## src/bfd_pkg.sv

```systemverilog
// Package with shared types, constants and helpers for the block float divider.
package bfd_pkg;

  localparam int unsigned MANT_W = 32;
  localparam int unsigned QUO_W  = MANT_W + 1;
  localparam int unsigned SH_W   = 36;
  localparam int unsigned RES_W  = 64;
  localparam int unsigned Q_W    = 7;
  localparam int unsigned LZ_W   = 6;
  localparam int unsigned NCELLS = QUO_W;
  localparam int unsigned SHA_W  = 6;

  localparam logic [1:0] REG_Q_FORMAT = 2'd0;

  typedef struct packed {
    logic [MANT_W-1:0]       rem;
    logic [MANT_W-1:0]       dvs;
    logic                    lsb;
    logic [QUO_W-1:0]        quo;
    logic signed [SH_W-1:0]  sh;
    logic                    az;
    logic                    dz;
  } stage_t;

  typedef struct packed {
    logic en;
  } ctl_t;

  function automatic logic [LZ_W-1:0] lead_zeros(input logic [MANT_W-1:0] x);
    logic [LZ_W-1:0] n;
    logic            found;
    n = LZ_W'(MANT_W);
    found = 1'b0;
    for (int i = MANT_W - 1; i >= 0; i--) begin
      if (!found && x[i]) begin
        n = LZ_W'(MANT_W - 1 - i);
        found = 1'b1;
      end
    end
    return n;
  endfunction

endpackage

```

## src/bfd_cell.sv

```systemverilog
// One restoring division cell: produces one quotient bit per item.
module bfd_cell (
  input  logic            clk,
  input  logic            rst,
  input  bfd_pkg::ctl_t   ctl,
  input  logic            in_v,
  input  bfd_pkg::stage_t in_s,
  output logic            out_v,
  output bfd_pkg::stage_t out_s
);
  logic [bfd_pkg::MANT_W:0] t;
  logic                     ge;
  bfd_pkg::stage_t          s_next;

  always_comb begin
    t  = {in_s.rem, in_s.lsb};
    ge = (t >= {1'b0, in_s.dvs});
    s_next     = in_s;
    s_next.rem = ge ? bfd_pkg::MANT_W'(t - {1'b0, in_s.dvs}) : t[bfd_pkg::MANT_W-1:0];
    s_next.lsb = 1'b0;
    s_next.quo = {in_s.quo[bfd_pkg::QUO_W-2:0], ge};
  end

  always_ff @(posedge clk) begin
    if (rst) begin
      out_v <= 1'b0;
    end else if (ctl.en) begin
      out_v <= in_v;
    end
    if (ctl.en) begin
      out_s <= s_next;
    end
  end
endmodule

```

## config.mk

```make
export PLATFORM = sky130hd
export DESIGN_NAME = bfd_cell
export DESIGN_NICKNAME = d
export VERILOG_FILES = /design/src/bfd_pkg.sv /design/src/bfd_cell.sv
export SDC_FILE = /design/constraint.sdc
export NUM_CORES = 1
export LEC_CHECK = 0
export BUFFER_PORTS_ARGS = -buffer_cell sky130_fd_sc_hd__buf_4
export CAP_MARGIN = 40
export CORE_AREA = 2 2 129 131
export CTS_CLUSTER_DIAMETER = 40
export DETAILED_ROUTE_END_ITERATION = 8
export DIE_AREA = 0 0 131 133
export PLACE_DENSITY = 0.68
export REMOVE_ABC_BUFFERS = 1
export SYNTH_ARGS = -nofsm -noshare
export SYNTH_HDL_FRONTEND = slang
export SYNTH_SLANG_ARGS = --single-unit
```

## constraint.sdc

```tcl
create_clock -name clk -period 8.1 [get_ports clk]
set_input_delay 0.405 -clock clk [delete_from_list [all_inputs] [get_ports clk]]
set_output_delay 0.405 -clock clk [all_outputs]
set_load 0.02 [all_outputs]
```

After elaboration in Yosys (flattened, before gate mapping)
Cells that the tools add are included.
Word-level totals
  word-level logic and storage cells: 10
  bits in registers: 136
  input bits: 140
  output and inout port bits: 137
Cells by class
  muxes and demuxes: 1
  $lt $le $gt $ge: 1
  $add $sub $neg: 1
Operator list (number)
  $ge 33x32->1: 1
  $mux 32: 1
  $sub 32x32->32: 1

Logic depth before layout (Yosys ltp)
  depth in word-level cells: 2
  mapped depth: 13
  mapped depth without buffers: 12

Worst setup path after synthesis
OpenSTA, ideal clock, no wires.
  path type: input port to flip-flop
  start point: input port in_s[79] (netlist name)
  end point: register out_s[117] (netlist name), data pin
  cell stages on the path: 12
  setup time: 0.262 ns
  slack: 4.920 ns
  arrival: 2.918 ns
  data required time: 7.838 ns
  buffers on the path: 2
  cells stage by stage: inv_1 ha_1 buf_2 nand4_1 or4_1 a21oi_1 nor3_1 a211oi_2 o21ai_2 o31ai_4 buf_4 mux2_1
RTL lines
  start, declared: line bfd_cell.sv:7  | input bfd_pkg::stage_t in_s,
  end signal, assigned: line bfd_cell.sv:31  | out_s <= s_next;
  end, declared: line bfd_cell.sv:9  | output bfd_pkg::stage_t out_s

==> summary.md <==
| Metric | Value |
|---|---|
| Yosys reg bits | `136` |
| Number of I/O pins | `277` |
| Ranking of synthesized cells by area | `edfxtp_1 (64%), ha_1 (6.3%), a21oi_1 (4.3%)` |
| Area growth from synthesis to layout | `45.24%` |
| Layout cells sized above 1 | `41.42%` |
| Drt drc | `0` |
| Status | `completed` |
| Layout Utilization | `56.63%` |
| Top-count cell post-synth | `edfxtp_1` |
| Starting Density | `38.99%` |
| Worst slew margin | `64.34%` |
| # port buffers | `274` |
| EDFF count, synth | `135` |
| WL final | `17490 um` |
| Vias in the first global route | `4945` |
| # Post-CTS Setup Buffers | `0` |
| FMAX | `0.3028 GHz` |
| GRT Total Usage | `19.71%` |
| Final Power | `2.064 mW` |
| Antenna violations before repair | `0` |
| Dpl cells | `963` |
| Setup WS pre-CTS | `4.405 ns` |
| Asr flop ratio synth | `0%` |
| N_diodes | `0` |
| Req. time, crit path | `8.27 ns` |
| Top cell type's share of synthesized area | `64.29%` |
| Worst-path clk slew | `0.06 ns` |
| PwrDens | `225.3 nW/um^2` |
| Fill cell count | `1318` |
| Sequential area share after synthesis | `64.60%` |
| Final Max Tran Viols | `0` |
| Final Instance Count excl. Fillers | `995` |
| Final period util | `40.77%` |
| Cell area after layout | `9159 um^2` |
| Die area | `17420 um^2` |
| Mean Syn Cell Area | `13.06 um^2` |
| Drt initial violations | `333` |
| Total grt overflow | `0` |
| Routed length per instance | `17.57 um` |
| Post-route setup slack | `4.798 ns` |
| Endpoints failing hold | `0` |
| Worst-Skew Late Latency | `0.42 ns` |
| Leakage | `4.005 nW` |
| Placed cell area | `8598 um^2` |
| Post-synth top flop | `edfxtp_1` |
| Final nets | `935` |
| TNS Setup | `0 ns` |
| Routed vias/inst | `4.888` |
| CP max FO | `4` |
| Netlist area before placement | `6306 um^2` |
| Die height | `133 um` |
| Root buf cell | `clkbuf_16` |
| Core ar. | `16170 um^2` |
| Worst min path class | `in -> reg` |
| Maximum vdd drop | `0.1290 mV` |
| Total CTS buffers | `17` |
| RSZ-0062 raised after global routing | `no` |
| Global placer's final weighted congestion | `0.8613` |
| # Max-Cap Violations | `0` |
| Count of cell types in the netlist | `49` |
| # hold bufs at CTS | `0` |
| Detail Route Antenna Nets | `0` |
| Post-cts repair resize count | `0` |
| Hold Worst Slack | `0.1301 ns` |
| Post-synth top cells | `edfxtp_1 (135), a21oi_1 (54), inv_1 (38)` |
| Vias | `4864` |
| Syn. warnings | `0` |
| First-pass GRT wire length | `26250 um` |
| Largest area contributor in the netlist | `edfxtp_1` |
| Clk sinks | `136` |
| Actual slew at the worst max-slew pin | `0.5293 ns` |
| Minimum clock period | `3.302 ns` |
| CTS tree | `built` |
| Gate Count Post-Synth | `483` |
| Largest net degree at the start of global routing | `56` |
| Max Buffers Root-to-Sink | `2` |
| Worst EP arrival | `3.47 ns` |
| H-tree depth | `4` |
| Crit path kind | `in -> reg` |
| Row count | `47` |
| Final setup fails | `0` |
| Critical Path Sink Type | `register` |
| DRT Pass-1 Iters | `5` |
| CP startpoint kind | `input port` |
| Die Width | `131 um` |
| Max Clock Skew | `0 ns` |
| Hpwl dp | `13520 um` |
==> worst max-delay path, cell delays in order <==
cell	delay, ns
buf_4	0.09
inv_1	0.04
ha_1	0.21
fa_1	0.41
nand2b_1	0.19
a21oi_1	0.18
o21ai_0	0.24
o311a_1	0.40
a31oi_1	0.30
a21oi_1	0.20
o41ai_1	0.37
xor2_1	0.11
mux2_1	0.32
==> layer usage <==
metal  part of all wire [%]  track usage, %  routed length, um  up-vias
met2                     50           33.16               8701      208
met1                     39           22.30               6746     2276
met3                    9.1           7.440               1594       35
li1                       -               -                  -     2345
met5                      0               0                  0        -
met4                    2.5           8.215                443        0
==> cell families after synthesis <==
logic type	after synthesis	share of synthesized area [%]
buf+inv	56	3.750
flops	136	64.60
other cells	1	0.05947
simple gates	99	7.242
mux	13	2.262
xor+xnor	27	3.750
compound gates	118	11.67
fa+ha+maj	33	6.667
==> layout by cell type, fill, tap and decap left out, drive strengths merged, types with 4 or more instances in the layout <==
cell    synthesis  layout
a211oi          4       4
a21o           12      12
a21oi          54      54
a31oi           5       5
buf            12     278
clkbuf          6      17
clkinv          0       6
edfxtp        135     135
ha             32      32
inv            38      45
mux2           10      10
nand2          27      27
nand2b          4       4
nand3           8       8
nand4           7       7
nor2           37      37
nor4            4       4
o211ai          4       4
o21a            6       6
o21ai          17      17
xnor2          16      16
xor2           11      11
==> sequential cells by signal (all words and copies together) (netlist names) <==
register,count
out_v,1
out_s,135
==> power breakdown <==
group          leakage (nW)  internal (mW)  switching, mW
registers              1.33          0.858         0.0190
clock network         0.272          0.403          0.323
logic                  2.40          0.204          0.256
total                  4.00           1.47          0.598
==> area by class of cell <==
cell class | count | area, um^2 | area share, %
sequential | 136 | 4074 | 44.48
clock inverter | 15 | 135.1 | 1.475
multi-input combinational | 291 | 1996 | 21.79
clock buffer | 17 | 425.4 | 4.645
timing repair buffer | 278 | 2111 | 23.05
tap | 220 | 275.3 | 3.005
inverter | 38 | 142.6 | 1.557
==> worst paths after layout <==
check | start | endpoint | slack (ns) | cells after the start
max | in_s[71] | out_s[134] | 4.80 | 13
min | rst | out_v | 0.13 | 2
max reg2reg | out_v | out_v | 7.50 | 2
min reg2reg | out_v | out_v | 0.51 | 2
Note: power is estimated with default switching activity, not from simulation.
