<file path="config.mk">
export PLATFORM = sky130hd
export DESIGN_NAME = bfd_norm
export DESIGN_NICKNAME = d
export VERILOG_FILES = /design/src/bfd_pkg.sv /design/src/bfd_norm.sv
export SDC_FILE = /design/constraint.sdc
export NUM_CORES = 1
export LEC_CHECK = 0
export ABC_AREA = 1
export BUFFER_PORTS_ARGS = -buffer_cell sky130_fd_sc_hd__buf_4
export CAP_MARGIN = 0
export CORE_MARGIN = 2
export CORE_UTILIZATION = 51
export CTS_CLUSTER_DIAMETER = 150
export DETAILED_ROUTE_END_ITERATION = 12
export HOLD_SLACK_MARGIN = 0.05
export PLACE_DENSITY = 0.8
export SYNTH_ARGS = -nofsm -noshare
export SYNTH_HDL_FRONTEND = slang
export SYNTH_SLANG_ARGS = --single-unit
</file>
<file path="constraint.sdc">
create_clock -name clk -period 5.2 [get_ports clk]
set_input_delay 0 -clock clk [delete_from_list [all_inputs] [get_ports clk]]
set_output_delay 0 -clock clk [all_outputs]
set_load 0.02 [all_outputs]
</file>
<file path="src/bfd_pkg.sv">
// Package with shared types, constants and helpers for the block float divider.
package bfd_pkg;

  localparam int unsigned MANT_W = 32;
  localparam int unsigned QUO_W  = MANT_W + 1;
  localparam int unsigned SH_W   = 36;
  localparam int unsigned RES_W  = 64;
  localparam int unsigned Q_W    = 7;
  localparam int unsigned LZ_W   = 6;
  localparam int unsigned NCELLS = QUO_W;
  localparam int unsigned SHA_W  = 6;

  localparam logic [1:0] REG_Q_FORMAT = 2'd0;

  typedef struct packed {
    logic [MANT_W-1:0]       rem;
    logic [MANT_W-1:0]       dvs;
    logic                    lsb;
    logic [QUO_W-1:0]        quo;
    logic signed [SH_W-1:0]  sh;
    logic                    az;
    logic                    dz;
  } stage_t;

  typedef struct packed {
    logic en;
  } ctl_t;

  function automatic logic [LZ_W-1:0] lead_zeros(input logic [MANT_W-1:0] x);
    logic [LZ_W-1:0] n;
    logic            found;
    n = LZ_W'(MANT_W);
    found = 1'b0;
    for (int i = MANT_W - 1; i >= 0; i--) begin
      if (!found && x[i]) begin
        n = LZ_W'(MANT_W - 1 - i);
        found = 1'b1;
      end
    end
    return n;
  endfunction

endpackage

</file>
<file path="src/bfd_norm.sv">
// Front stage: normalizes both mantissas and forms the final shift amount.
module bfd_norm (
  input  logic                            clk,
  input  logic                            rst,
  input  bfd_pkg::ctl_t                   ctl,
  input  logic                            in_v,
  input  logic [bfd_pkg::MANT_W-1:0]      a,
  input  logic signed [31:0]              ae,
  input  logic [bfd_pkg::MANT_W-1:0]      b,
  input  logic signed [31:0]              be,
  input  logic signed [bfd_pkg::Q_W-1:0]  qfmt,
  output logic                            out_v,
  output bfd_pkg::stage_t                 out_s
);
  logic [bfd_pkg::LZ_W-1:0]   la, lb;
  logic [bfd_pkg::MANT_W-1:0] na, nb;
  bfd_pkg::stage_t            s_next;

  always_comb begin
    la = bfd_pkg::lead_zeros(a);
    lb = bfd_pkg::lead_zeros(b);
    na = a << la;
    nb = b << lb;
    s_next.rem = {1'b0, na[bfd_pkg::MANT_W-1:1]};
    s_next.lsb = na[0];
    s_next.dvs = nb;
    s_next.quo = '0;
    // Left shift of raw quotient: normalized exponent gap - 32 + Q format.
    s_next.sh  = bfd_pkg::SH_W'(ae) - bfd_pkg::SH_W'(la) - bfd_pkg::SH_W'(be)
               + bfd_pkg::SH_W'(lb) - bfd_pkg::SH_W'(32) + bfd_pkg::SH_W'(qfmt);
    s_next.az  = (a == '0);
    s_next.dz  = (b == '0);
  end

  always_ff @(posedge clk) begin
    if (rst) begin
      out_v <= 1'b0;
    end else if (ctl.en) begin
      out_v <= in_v;
    end
    if (ctl.en) begin
      out_s <= s_next;
    end
  end
endmodule

</file>
# Word level (Yosys, flattened, before mapping)

Cells that the tools add are included.

Bits in registers: 103
Bits of input ports: 139
Output and inout port bits: 137
Word-level logic and storage cells: 266

Add/subtract/negate cells: 5
Shift operators: 2
Muxes and demuxes: 126
Reductions and logical operators: 126

Operators by type and width:

| kind                                               | number |
|---|---|
| 2-to-1 mux 6 bit                                   | 64 |
| logical NOT 32 bit                                 | 2 |
| left shift 32 x 6 -> 32 bit                        | 2 |
| logical AND 1 bit                                  | 62 |
| logical NOT 1 bit                                  | 62 |
| 2-to-1 mux 1 bit                                   | 62 |
| adder 36 bit                                       | 1 |
| subtractor 35 x 7 -> 36 bit, second input constant | 1 |
| adder 34 x 7 -> 35 bit                             | 1 |
| subtractor 33 x 32 -> 34 bit                       | 1 |
| subtractor 32 x 7 -> 33 bit                        | 1 |

# Logic depth before layout (Yosys ltp)

Depth after elaboration: 99
Mapped depth: 34
Depth with buffers taken out: 33

# Worst setup path after synthesis

No wires, ideal clock.

Path type: input to register
From: input port a[20] (netlist name)
To: register out_s[33] (netlist name) (data pin)
Library setup time: 0.259 ns
Arrival: 5.053 ns
Data required time: 4.941 ns
Slack: -0.112 ns
Stages: 34
Buffers on the path: 1
Cell sequence: nor2_1 -> nand2_1 -> nor2_4 -> nand2_4 -> nor2_4 -> nand4_4 -> nor2_4 -> nand2_2 -> nor2_2 -> nand3_1 -> nor2_2 -> o211ai_2 -> nand4_1 -> clkbuf_1 -> inv_1 -> fa_1 -> inv_1 -> fa_1 -> fa_1 -> inv_1 -> ha_1 -> a21oi_1 -> nor2_1 -> o21ai_0 -> o211ai_1 -> nand3_1 -> nand2_1 -> a21oi_1 -> o21bai_1 -> a21oi_1 -> o21ai_0 -> nand2_1 -> nand2_1 -> xor2_1

RTL lines:

| what                   | RTL line       | source |
|---|---|---|
| start: declaration     | bfd_norm.sv:7  | `input logic [bfd_pkg::MANT_W-1:0] a,` |
| end signal: assignment | bfd_norm.sv:42 | `out_s <= s_next;` |
| end: declaration       | bfd_norm.sv:13 | `output bfd_pkg::stage_t out_s` |

==> flow_summary.yaml <==
synth:
  yosysWarnings: 0
  ys_seq_area_share_pct: 26.2
  synth_flop_cell: "edfxtp_1"
  synth_top_family_by_area: "simple AND/OR/NAND/NOR gates"
  avgSynthCellArea_um2: 7.27
  synth_area_um2: 11800
  synth_adder_area_share_pct: 17.0
  synth.distinct_cells: 54
  synth_edf_count: 102
  synth_compound_area_share_pct: 6.04
  synth_area_leaders: "edfxtp_1 26%, nand3_1 13%, nand2_1 11%, ha_1 9.3%, fa_1 7.6%"
  synth-simple-area-share_pct: 35.8
  synthCells: 1619
  synthXorXnorAreaFrac_pct: 2.23
  yosys_register_bits: 103
  yosysTopAreaCell: "edfxtp_1"
  synthMuxAreaShare_pct: 0.0850
  ys_async_sr_fraction_pct: 0
  synth_top_area_share_pct: 26.0
floorplan:
  num_rows: 55
  initial_core_util_pct: 52.0
  die-area_um2: 24300
  io_pins: 276
  die_h_um: 156
  core_um2: 22600
  die_w_um: 156
clocking:
  clock_latency_ns: 0.35
  clkTransAtPathRegs_ns: 0.07
  cts_tree: "yes"
  h-tree-depth: 3
  clockRootBuffer: "clkbuf_16"
  cts.path.max_buffers: 2
  cts_made_buffers: 9
  clock-sinks: 103
global_route:
  grt_pass1_vias: 11860
  grt_remaining_overflow: 0
  grt_max_degree: 89
  grt_pass1_wl_um: 57100
  gr-usage-all-layers_pct: 29.4
  antenna_found_initial: 2
setup_path:
  cp_slowest_cell: "fa_1"
  required_ns: 5.31
  r2r_start: "out_v"
  cp-end-kind: "flop"
  critical_path_class: "in -> reg"
  cp-start-kind: "input pin"
  reg2reg_depth: 3
  rr_endpoint: "out_v"
  crit_arrival_ns: 5.00
  r2r_setup_slack_ns: 4.04
  worstPathMaxFanout: 4
  slowest_delay_ns: 0.49
  cpMostUsedCell: "nand2_1"
detailed_routing:
  wl_um: 36600
  drc: 0
  via_per_inst: 5.60
  wl_per_cell_um: 16.7
  first_iter_violations: 1057
  dr_total_vias: 12259
  first_pass_iters: 6
  ant_nets: 0
min_path:
  whs_path_depth: 3
  hp-start: "qfmt[0]"
  hp-class: "in -> reg"
  holdPathEnd: "out_s[2]"
cells_and_area:
  num-fill-cells: 2041
  regArea_um2: 3080
  multiInputGateArea_um2: 7370
  postLayoutCoreUtil_pct: 64.1
  final_nets: 2170
  drive_gt1_share_pct: 21.0
  area_growth_pct: 23.2
sta:
  hold_viol_final: 0
  max_freq_ghz: 0.205
  finalCriticalPeriod_ns: 4.89
  finClkSkew_ns: 0
  min_period_over_period_pct: 94.0
  fin_tns_setup_ns: 0
  timing.hold.ws_ns: 0.0768
  report.final.slew_viol_count: 0
  tightest_slew_ns: 1.20
  setup_viol: 0
  slew-limit-headroom_pct: 19.9
  finalWorstSetupSlack_ns: 0.310
placement:
  pre_cts_ws_ns: -0.241
  portBuffers: 241
  gp_congestion: 0.979
  dp_hpwl_um: 29000
power:
  leakage_nw: 7.55
  peakVddDrop_uv: 193
  power.density_nw_per_um2: 302
status:
  status: "finished, final reports clean"
run:
  drv_cap: 0
-- synth_stat cells, types with 3 or more instances --
cell type  number
buf_4          40
nand2_1       352
o2111ai_1       4
xor2_1         21
o221ai_1        3
inv_2           7
edfxtp_1      102
nor2_4          6
nand2_4         4
buf_6           7
fa_1           45
a31oi_1         4
o211ai_1        3
o21ai_1         5
nor2_1        102
o21ai_0        33
a21oi_1        54
nand4_1        52
clkbuf_1       14
nand2_2         8
xnor2_1         9
buf_2          24
and3_1          5
nor2_2          9
a41oi_1         5
ha_1           88
nand3_2         6
nand3_1       308
nor3_1         24
inv_1         240
nand3_4         3
-- routing by layer --
metal | routed length, um | share of wire (%) | up-vias | global-route usage (%)
met1 | 14000 | 38 | 5649 | 34.8
met2 | 18300 | 50 | 594 | 53.2
li1 | - | - | 5905 | -
met3 | 2770 | 7.6 | 111 | 4.50
met4 | 1500 | 4.1 | 0 | 12.1
met5 | 0 | 0 | - | 0
-- cell usage in the layout (no fill, tap or decap), types with 12 or more instances in the layout --
cell	n
a21oi_1	51
buf_4	318
conb_1	34
edfxtp_1	102
fa_1	45
ha_1	87
inv_1	240
nand2_1	352
nand3_1	306
nand4_1	52
nor2_1	99
nor2_2	12
nor3_1	24
o21ai_0	27
xor2_1	21
-- final cells by class --
class | instances | area share (%)
Clock inverter | 7 | 0.768
Inverter | 249 | 6.44
Sequential cell | 103 | 21.3
Clock buffer | 9 | 1.55
Timing Repair Buffer | 321 | 16.7
Multi-Input combinational cell | 1214 | 50.8
Antenna cell | 2 | 0.0345
Tap cell | 285 | 2.46
-- how the worst max path moves through the flow --
stage | depth (start not counted) | endpoint | start | slack [ns]
2_1_floorplan | 34 | out_s[33] | a[20] | -0.008
3_3_place_gp | 34 | out_s[33] | a[23] | -0.04
3_5_place_dp | 34 | out_s[33] | a[23] | -0.24
4_1_cts | 34 | out_s[33] | a[23] | 0.12
5_1_grt | 34 | out_s[33] | a[27] | -0.04
6_report | 34 | out_s[33] | a[23] | 0.31
-- worst max-delay path: cells and delay by family --
family / cells / cell delay [ns]
xor gates and xnor gates: 1 / 0.15
and+or+nand+nor: 17 / 1.79
buffers and inverters: 4 / 0.29
adders and majority gates: 4 / 1.71
AOI/OAI and AO/OA: 8 / 1.08
-- sequential cells by signal (all words and copies together), names as in the netlist --
| name | flops |
|---|---|
| out_s | 102 |
| out_v | 1 |
-- report_power, final --
group          switching [W]  internal [W]
Combinational        0.00139      0.000932
Clock               0.000345      0.000434
Sequential         0.0000759       0.00121
-- per-stage QoR --
step,cells,total power [W],area (um^2)
6_report,2190,0.00439,14500
5_1_grt,2190,0.00465,14500
4_1_cts,2187,0.00434,14500
3_5_place_dp,2168,0.00355,14100
3_3_place_gp,2168,0.00349,14100
2_1_floorplan,1652,0.00270,11900
-- cell families after synthesis --
kind of cell / after synthesis
buffers and inverters: 335
AO/OA/AOI/OAI: 123
adder cells (fa/ha/maj): 133
multiplexers: 1
other: 1
AND/OR/NAND/NOR: 893
XOR/XNOR: 30
flip-flops: 103
-- timing repair --
item                                    CTS  global route
setup buffers                             0             1
hold buffers                              3             0
endpoints found under the setup margin    0            13
resized for setup                         0            17
hold endpoints to repair                 16             0
Power figures use the tool's default switching activity.
