$ cat src/bfd_pkg.sv
// Package with shared types, constants and helpers for the block float divider.
package bfd_pkg;

  localparam int unsigned MANT_W = 32;
  localparam int unsigned QUO_W  = MANT_W + 1;
  localparam int unsigned SH_W   = 36;
  localparam int unsigned RES_W  = 64;
  localparam int unsigned Q_W    = 7;
  localparam int unsigned LZ_W   = 6;
  localparam int unsigned NCELLS = QUO_W;
  localparam int unsigned SHA_W  = 6;

  localparam logic [1:0] REG_Q_FORMAT = 2'd0;

  typedef struct packed {
    logic [MANT_W-1:0]       rem;
    logic [MANT_W-1:0]       dvs;
    logic                    lsb;
    logic [QUO_W-1:0]        quo;
    logic signed [SH_W-1:0]  sh;
    logic                    az;
    logic                    dz;
  } stage_t;

  typedef struct packed {
    logic en;
  } ctl_t;

  function automatic logic [LZ_W-1:0] lead_zeros(input logic [MANT_W-1:0] x);
    logic [LZ_W-1:0] n;
    logic            found;
    n = LZ_W'(MANT_W);
    found = 1'b0;
    for (int i = MANT_W - 1; i >= 0; i--) begin
      if (!found && x[i]) begin
        n = LZ_W'(MANT_W - 1 - i);
        found = 1'b1;
      end
    end
    return n;
  endfunction

endpackage

$ cat src/bfd_fmt.sv
// Output stage: shifts the quotient into Q format, rounds and saturates.
module bfd_fmt (
  input  logic                       clk,
  input  logic                       rst,
  input  bfd_pkg::ctl_t              ctl,
  input  logic                       in_v,
  input  bfd_pkg::stage_t            in_s,
  output logic                       out_v,
  output logic [bfd_pkg::RES_W-1:0]  res,
  output logic                       ovf,
  output logic                       dz
);
  logic [bfd_pkg::SH_W-1:0]            rsh;
  logic [bfd_pkg::QUO_W:0]             rx;
  logic [bfd_pkg::RES_W+bfd_pkg::QUO_W-1:0] lx;
  logic [bfd_pkg::RES_W-1:0]           res_next;
  logic                                ovf_next;

  always_comb begin
    rsh = bfd_pkg::SH_W'(-in_s.sh);
    rx  = {in_s.quo, 1'b0} >> rsh[bfd_pkg::SHA_W-1:0];
    lx  = {{bfd_pkg::RES_W{1'b0}}, in_s.quo} << in_s.sh[bfd_pkg::SHA_W-1:0];
    res_next = '0;
    ovf_next = 1'b0;
    if (in_s.dz) begin
      res_next = '1;
    end else if (in_s.az) begin
      res_next = '0;
    end else if (in_s.sh < 0) begin
      if (rsh >= bfd_pkg::SH_W'(bfd_pkg::RES_W)) begin
        res_next = '0;
      end else begin
        res_next = bfd_pkg::RES_W'(rx[bfd_pkg::QUO_W:1]) + bfd_pkg::RES_W'(rx[0]);
      end
    end else if (in_s.sh >= bfd_pkg::SH_W'(bfd_pkg::RES_W) ||
                 lx[bfd_pkg::RES_W+bfd_pkg::QUO_W-1:bfd_pkg::RES_W] != '0) begin
      res_next = '1;
      ovf_next = 1'b1;
    end else begin
      res_next = lx[bfd_pkg::RES_W-1:0];
    end
  end

  always_ff @(posedge clk) begin
    if (rst) begin
      out_v <= 1'b0;
    end else if (ctl.en) begin
      out_v <= in_v;
    end
    if (ctl.en) begin
      res <= res_next;
      ovf <= ovf_next;
      dz  <= in_s.dz;
    end
  end
endmodule

$ cat config.mk
export PLATFORM = sky130hd
export DESIGN_NAME = bfd_fmt
export DESIGN_NICKNAME = d
export VERILOG_FILES = /design/src/bfd_pkg.sv /design/src/bfd_fmt.sv
export SDC_FILE = /design/constraint.sdc
export NUM_CORES = 1
export LEC_CHECK = 0
export BUFFER_PORTS_ARGS = -buffer_cell sky130_fd_sc_hd__buf_2
export CORE_AREA = 2 2 141 143
export DETAILED_ROUTE_END_ITERATION = 10
export DIE_AREA = 0 0 143 145
export PLACE_DENSITY_LB_ADDON = 0.12
export SYNTH_ARGS = -nofsm -noshare
export SYNTH_HDL_FRONTEND = slang
export SYNTH_SLANG_ARGS = --single-unit
$ cat constraint.sdc
create_clock -name clk -period 4.7 [get_ports clk]
set_input_delay 0 -clock clk [delete_from_list [all_inputs] [get_ports clk]]
set_output_delay 0 -clock clk [all_outputs]
set_load 0.02 [all_outputs]
# After elaboration in Yosys (flattened, before gate mapping)
# Cells that the tools add are included.
classes:
  shift: 2
  magnitude_cmp: 3
  addsub: 2
  n_reduce_logical: 3
  n_mux: 5
ops:
  columns: ["cell", "count"]
  rows:
  - ["$mux W64", 3]
  - ["$shl A33 B6 Y97", 1]
  - ["$ge A36 B7 Y1 const B", 2]
  - ["$lt A36 B1 Y1 const B", 1]
  - ["$neg A36 Y36", 1]
  - ["$add A33 B1 Y34", 1]
  - ["$mux W34", 1]
  - ["$shr A34 B6 Y34", 1]
  - ["$reduce_bool A33 Y1", 1]
  - ["$reduce_or A3 Y1", 1]
  - ["$logic_or A1 B1 Y1", 1]
  - ["$mux W1", 1]
word_totals:
  ff_bits: 67
  wordCells: 19
  output_inout_bits: 67

# Logic depth before layout (Yosys ltp)
# Gate-level depths: netlist (run 1).
depth:
  word_depth: 6
  depth_mapped: 24
  depth_no_buf: 16

# Worst setup path before layout (run 1)
# OpenSTA, ideal clock, no wires.
synth_path:
  path_type: "input port to flip-flop"
  from: "in in_s[2] in the netlist's numbering"
  to: "reg res[12] in the netlist's numbering, data pin"
  t_required_ps: 4428
  stages: 22
  arrival_time_ps: 4243
  slack_ps: 185
  setup_time_ps: 272
  path_cell_list: "buf_6 clkinv_1 buf_6 buf_2 buf_4 ha_1 buf_4 buf_8 buf_8 buf_4 mux2i_1 mux4_2 o21ai_0 o211ai_1 o31ai_1 ha_1 ha_1 nor3b_1 nand2_1 or3_1 a31oi_1 a211oi_1"
synth_via:
  elab_chain_len: 6
synth_lines:
  columns: ["item", "line_no", "rtl"]
  rows:
  - ["from (decl)", "bfd_fmt.sv:7", "input bfd_pkg::stage_t in_s,"]
  - ["$neg A36 Y36 or $shl A33 B6 Y97 (tied branches)", "bfd_fmt.sv:20, bfd_fmt.sv:22", null]
  - ["$shr A34 B6 Y34 or $reduce_bool A33 Y1 (tied branches)", "bfd_fmt.sv:21, bfd_fmt.sv:36", null]
  - ["$add A33 B1 Y34 or $logic_or A1 B1 Y1 (tied branches)", "bfd_fmt.sv:33, bfd_fmt.sv:35", null]
  - ["$mux W34 or $mux W64 (tied branches)", "bfd_fmt.sv:30, bfd_fmt.sv:35", null]
  - ["$mux W64 *", "bfd_fmt.sv:29", "end else if (in_s.sh < 0) begin"]
  - ["$mux W64 *", "bfd_fmt.sv:27", "end else if (in_s.az) begin"]
  - ["to (signal assigned)", "bfd_fmt.sv:51", "res <= res_next;"]
  - ["to (decl)", "bfd_fmt.sv:9", "output logic [bfd_pkg::RES_W-1:0] res,"]
# Mark *: on every way between the ends. The rest lies on a longest branch, timed or not.
# A chain may end at the register's enable or synchronous reset.

# Final worst setup path (run 1)
layout_path:
  from: "in in_s[3] in the netlist's numbering"
  to: "reg res[28] in the netlist's numbering, data pin"
# Same word-level chain as after synthesis.

==> flow_summary.toml, run 1 <==
[status]
status = "finished clean"

[die]
chip_width_um = 143
floorplan.die_area_um2 = 20700
std_cell_rows = 51
placeableCoreArea_um2 = 19200
initial_utilization_pct = 51.4
die_h_um = 145
pin_count = 207

[sta]
tightest_slew_ns = 1.28
slew_headroom_pct = 14.3
timing.setup.tns_ns = 0
layout_worst_path_cycle_share_pct = 88.8
report.final.hold_viol_count = 0
setup_ws_ns = 0.524
max_clock_freq_mhz = 239
rsz0062_at_grt = "no"
layout_min_cycle_time_ns = 4.18
setup_viol_count_final = 0
report.final.slew_viol_count = 0
clock-skew-final_ns = 0

[synth]
synth_cell_type_count = 97
synth_area_leaders = "edfxtp_1 20%, mux4_2 13%, mux2i_1 7.0%, nand2_1 5.2%, mux2_2 5.0%"
synth.yosys.warnings = 0
synth.yosys.seq_area_share_pct = 20.3
synth_nets = 1286
postSynthRegisterBits = 67
netlist_area_um2 = 9870
synth_top_area_share_pct = 20.1
postSynth.asyncResetShare_pct = 0
yosysMostFrequentCell = "nand2_1"
number_of_standard_cells_after_synthesis = 1142
synth.top_cells.by_count = "136 x nand2_1, 105 x nor2_1, 69 x mux2i_1"
synthDominantAreaCellType = "edfxtp_1"
syn_area_per_cell_um2 = 8.64
synth-edff-count = 66
synthFlopType = "edfxtp_1"

[cts]
tritoncts.num_buffers = 9
tritoncts = "built"
clockRootBuffer = "clkbuf_16"
clk_pin_slew_ns = 0.05
clock-sinks = 67
cts.path.max_buffers = 2
clk_latency_ns = 0.32
postCtsResizedCells = 0
cts.htree.levels = 3

[placement]
dp_slack_ns = 0.366
portBuffers = 141
routabilityCongestion = 0.992
dp_hpwl_um = 27800

[global_routing]
grt_first_pass_wirelength_um = 54300
grt_max_degree = 74
first_global_vias = 9060
grt_resource_usage_total_pct = 34.0
gr-total-overflow = 0
grt_antenna_before_repair = 0

[drt]
wl_per_cell_um = 23.6
routed_via_density = 6.75
drt_pass_1_iters = 6
ant_nets = 0
drcViolationCount = 0
initial_detailed_routing_violation_count = 1204
routed-via-count = 10200
drt-total-wl_um = 35800

[critical_path]
crit_fanout = 57
crit_chain = "buf_2 > buf_4 > mux4_2 > mux2i_1 > o21ai_0 > nor2_1 > a32oi_1 > o22ai_1 > nor3b_1 > buf_4 > a21oi_1 > nor2_2 > buf_4 > a221oi_1"
timing.critical_path.max_delay_family = "compound AO/OA/AOI/OAI gates"
setup_cp_type = "input port to flip-flop"
cpMostUsedCell = "buf_4"
r2r_slack_ns = 3.56
cp_slowest_cell = "a21oi_1"
buffer_and_inverter_count_on_the_worst_path = 4
critical_path.startpoint_type = "input port"
timing.critical_path.arrival_ns = 4.28
cp.required_ns = 4.80
crit_path_end_kind = "flip-flop"
worst_path_largest_cell_delay_ns = 0.94

[job]
count_of_max_cap_constraint_violations = 0

[power]
leakage_component_of_the_power_nw = 4.08
power_density_nw_per_um2 = 232
post_route_total_power_mw = 2.56
worst_ir_drop_vdd_v = 0.000130

[min_path]
hold_path.class = "input port to flip-flop"

[final_layout]
insertedDiodeCount = 0
fill_cells = 1779
multiInputGateArea_um2 = 7330
sequential_cell_area_um2 = 2000
area_growth_pct = 11.9
layout-drive-gt1-share_pct = 27.4
nets = 1390
[per-layer routing]
layer	global-route usage, %	part of all wire [%]
met2	49.0	43
met1	53.5	45
met4	9.16	3.0
met5	0	0
met3	3.83	9.2
[sequential cells by signal, indices dropped and copies added (netlist names)]
signal,cells
out_v,1
dz,1
ovf,1
res,64
[layout by cell type (no fill, tap or decap), drive strengths merged, types with 8 or more instances in the layout]
master	instances
o21a	10
and2	16
a211oi	28
nor3	35
o22a	8
a21o	9
or4	8
edfxtp	66
clkbuf	10
or3	10
nand4	21
xnor2	24
xor2	12
nand2b	14
and3	9
o21ai	74
o211ai	9
nand3	33
o22ai	27
a22oi	12
nand2	136
buf	185
mux2i	70
mux2	44
or2	11
nor2	107
mux4	57
a21oi	68
nor4	14
inv	8
[kinds of logic (layout without fill, tap and decap cells)]
group | count (synthesis) | in the layout | synth area share, %
AOI/OAI and AO/OA | 324 | 324 | 22.2
xor gates and xnor gates | 36 | 36 | 3.35
adders and majority gates | 4 | 4 | 0.507
buffers and inverters | 104 | 212 | 5.79
DFF | 67 | 67 | 20.3
muxes | 171 | 171 | 25.2
and+or+nand+nor | 436 | 436 | 22.6
[final cells by class]
cell class,count,share of cell area (%)
clock buffer,10,2.07
tap,265,3.00
multi-input combinational,971,66.4
inverter,10,0.340
sequential,67,18.1
timing repair buffer,187,9.81
clock inverter,5,0.283
[stage by stage]
| step | std cells | cell area (um2) | hold WS (ns) | utilization [%] |
|---|---|---|---|---|
| final | 1515 | 11000 | 0.160 | 57.5 |
| after floorplan | 1142 | 9870 | 0.0724 | - |
| after global placement | 1498 | 10800 | 0.158 | 56.0 |
| after detailed placement | 1498 | 10800 | 0.159 | 56.0 |
| after CTS | 1515 | 11000 | 0.138 | 57.5 |
| after global routing | 1515 | 11000 | 0.175 | 57.5 |
[power breakdown]
part           total (mW)  switching, mW  internal, mW
registers           0.731         0.0108         0.720
clock network       0.589          0.238         0.351
logic                1.24          0.777         0.465
total                2.56           1.03          1.54
[worst paths after layout]
path                                         start                     to  depth (start not counted)
worst min-delay path                       in_s[0]           dz$_DFFE_PP_                          1
worst min register to register  out_v$_SDFFE_PP0P_     out_v$_SDFFE_PP0P_                          3
worst max register to register  out_v$_SDFFE_PP0P_     out_v$_SDFFE_PP0P_                          3
worst max-delay path                       in_s[3]  res[28]$_SDFFCE_PP1P_                         14
[repair_timing]
| action | 4_1_cts | 5_1_grt |
|---|---|---|
| buffers inserted | 0 | 0 |
| hold endpoints to repair | 1 | 0 |
| hold buffers | 2 | 0 |
Note: power is estimated with default switching activity, not from simulation.
==> run 2: changes to the inputs <==
CORE_AREA = 2 2 152 154   (was 2 2 141 143)
DIE_AREA = 0 0 154 156   (was 0 0 143 145)
==> run 2 against run 1 <==
Total power fell by 0.26%. Via count decreased by 1.7%. Sequential power barely moved. First-iteration DRC count is 13% lower. Count of clock-buffer cells in the layout is 1 higher. Critical path depth unchanged. Flip-flop and latch count unchanged. Non-clock buffer count shrank 3. Utilization fell by 8.0 points. The flow now finishes with violations (DRC). Final cell count up 1.2%. Worst hold slack got worse by 0.0035 ns. Critical endpoint unchanged. Clock skew unchanged.
==> flow_summary.toml, run 2 (synthesis results as in run 1) <==
[power]
post_route_total_power_mw = 2.55
leakage_component_of_the_power_nw = 4.06
worst_ir_drop_vdd_v = 0.000170
power_density_nw_per_um2 = 231

[die]
initial_utilization_pct = 44.1
die_h_um = 156
pin_count = 207
std_cell_rows = 55
floorplan.die_area_um2 = 24000
placeableCoreArea_um2 = 22400
chip_width_um = 154

[cts]
clock-sinks = 67
cts.path.max_buffers = 2
clk_pin_slew_ns = 0.05
cts.htree.levels = 3
clockRootBuffer = "clkbuf_16"
tritoncts = "built"
postCtsResizedCells = 0
clk_latency_ns = 0.32
tritoncts.num_buffers = 9

[sta]
holdWs_ns = 0.156
setup_ws_ns = 0.550
max_clock_freq_mhz = 241
rsz0062_at_grt = "no"
tightest_slew_ns = 1.16
report.final.hold_viol_count = 0
layout_min_cycle_time_ns = 4.15
timing.setup.tns_ns = 0
report.final.slew_viol_count = 0
layout_worst_path_cycle_share_pct = 88.3
setup_viol_count_final = 0
clock-skew-final_ns = 0
slew_headroom_pct = 22.7

[drt]
drt-total-wl_um = 36500
drt_pass_1_iters = 9
routed_via_density = 6.55
initial_detailed_routing_violation_count = 1044
ant_nets = 0
wl_per_cell_um = 23.8
routed-via-count = 10000
drcViolationCount = 1

[global_routing]
grt_resource_usage_total_pct = 29.9
first_global_vias = 9106
grt_max_degree = 74
grt_first_pass_wirelength_um = 55600
grt_antenna_before_repair = 0
gr-total-overflow = 0

[job]
count_of_max_cap_constraint_violations = 0

[critical_path]
crit_path_end_kind = "flip-flop"
timing.critical_path.arrival_ns = 4.25
r2r_slack_ns = 3.58
crit_fanout = 28
r2r_cells = 3
setup.worst_path.end = "res[28]$_SDFFCE_PP1P_"
crit_path_start = "in_s[4]"
critical_path.reg2reg.startpoint = "out_v$_SDFFE_PP0P_"
worstReg2RegEnd = "out_v$_SDFFE_PP0P_"
setup_cp_type = "input port to flip-flop"
critical_path.startpoint_type = "input port"
cp.required_ns = 4.80

[final_layout]
layout.cells.most_common_list = "140 x buf_2, 136 x nand2_1, 105 x nor2_1, 69 x mux2i_1"
fill_cells = 2210
insertedDiodeCount = 0
layout-drive-gt1-share_pct = 27.2
regMostFlops = "res"
multiInputGateArea_um2 = 7330
nets = 1387
largest_register_ff_count = 64
layout_commonest_cell = "buf_2"
sequential_cell_area_um2 = 2000
layout.core_utilization_pct = 49.4
area_growth_pct = 12.0

[placement]
portBuffers = 141
dp_hpwl_um = 28700
dp_slack_ns = 0.343
routabilityCongestion = 0.982

[status]
failed_checks = "DRC"
status = "complete, but fails checks"

[min_path]
hold_path.class = "input port to flip-flop"
-- run 2: cell count changes in the layout (fill, tap and decap cells not counted) --
cell      before  now
clkbuf_1       1    2
buf_12         2    3
clkinv_1       2    3
clkinv_2       3    2
buf_4         43   39
-- run 2: metrics by stage --
| stage | cells | area (um2) |
|---|---|---|
| 2_1_floorplan | 1142 | 9870 |
| 3_3_place_gp | 1515 | 10800 |
| 3_5_place_dp | 1515 | 10800 |
| 4_1_cts | 1533 | 11100 |
| 5_1_grt | 1533 | 11100 |
| 6_report | 1533 | 11100 |
-- run 2: final cells by class --
class | count | share of cell area, %
multi-input combinational | 971 | 66.3
sequential | 67 | 18.1
timing repair buffer | 184 | 9.71
tap | 285 | 3.22
clock buffer | 11 | 2.10
inverter | 10 | 0.339
clock inverter | 5 | 0.272
-- run 2: timing repair --
action                                 4_1_cts  5_1_grt
endpoints found under the hold margin        1        0
buffers inserted                             0        0
hold buffers                                 2        0
-- run 2: power by group --
part | switching, mW | internal [mW]
clock | 0.225 | 0.354
sequential | 0.0110 | 0.720
combinational | 0.782 | 0.463
total | 1.02 | 1.54
-- run 2: worst max-delay path: stages --
cell	delay, ns
buf_2	0.42
buf_4	0.35
clkinv_1	0.28
buf_4	0.33
nor2_1	0.28
a21oi_1	0.26
a32oi_1	0.31
o22ai_1	0.10
nor3b_1	0.17
buf_4	0.15
a21oi_1	0.90
nor2_2	0.02
buf_4	0.24
a221oi_1	0.38
-- run 2: worst min path at each step --
| stage | slack (ns) | to | startpoint | cells past startpoint |
|---|---|---|---|---|
| 6_report | 0.16 | dz$_DFFE_PP_ | in_s[0] | 1 |
| 5_1_grt | 0.16 | dz$_DFFE_PP_ | in_s[0] | 1 |
| 4_1_cts | 0.14 | dz$_DFFE_PP_ | in_s[0] | 1 |
| 3_5_place_dp | 0.17 | out_v$_SDFFE_PP0P_ | rst | 2 |
| 3_3_place_gp | 0.16 | out_v$_SDFFE_PP0P_ | rst | 2 |
| 2_1_floorplan | 0.07 | out_v$_SDFFE_PP0P_ | rst | 1 |
-- run 2: per-layer routing --
layer | up-vias | global-route usage (%) | wire length [um]
met5 | - | 0 | 0
met4 | 0 | 9.39 | 937
met3 | 46 | 3.94 | 3280
met2 | 550 | 44.1 | 15700
met1 | 4799 | 45.1 | 16600
li1 | 4651 | - | -
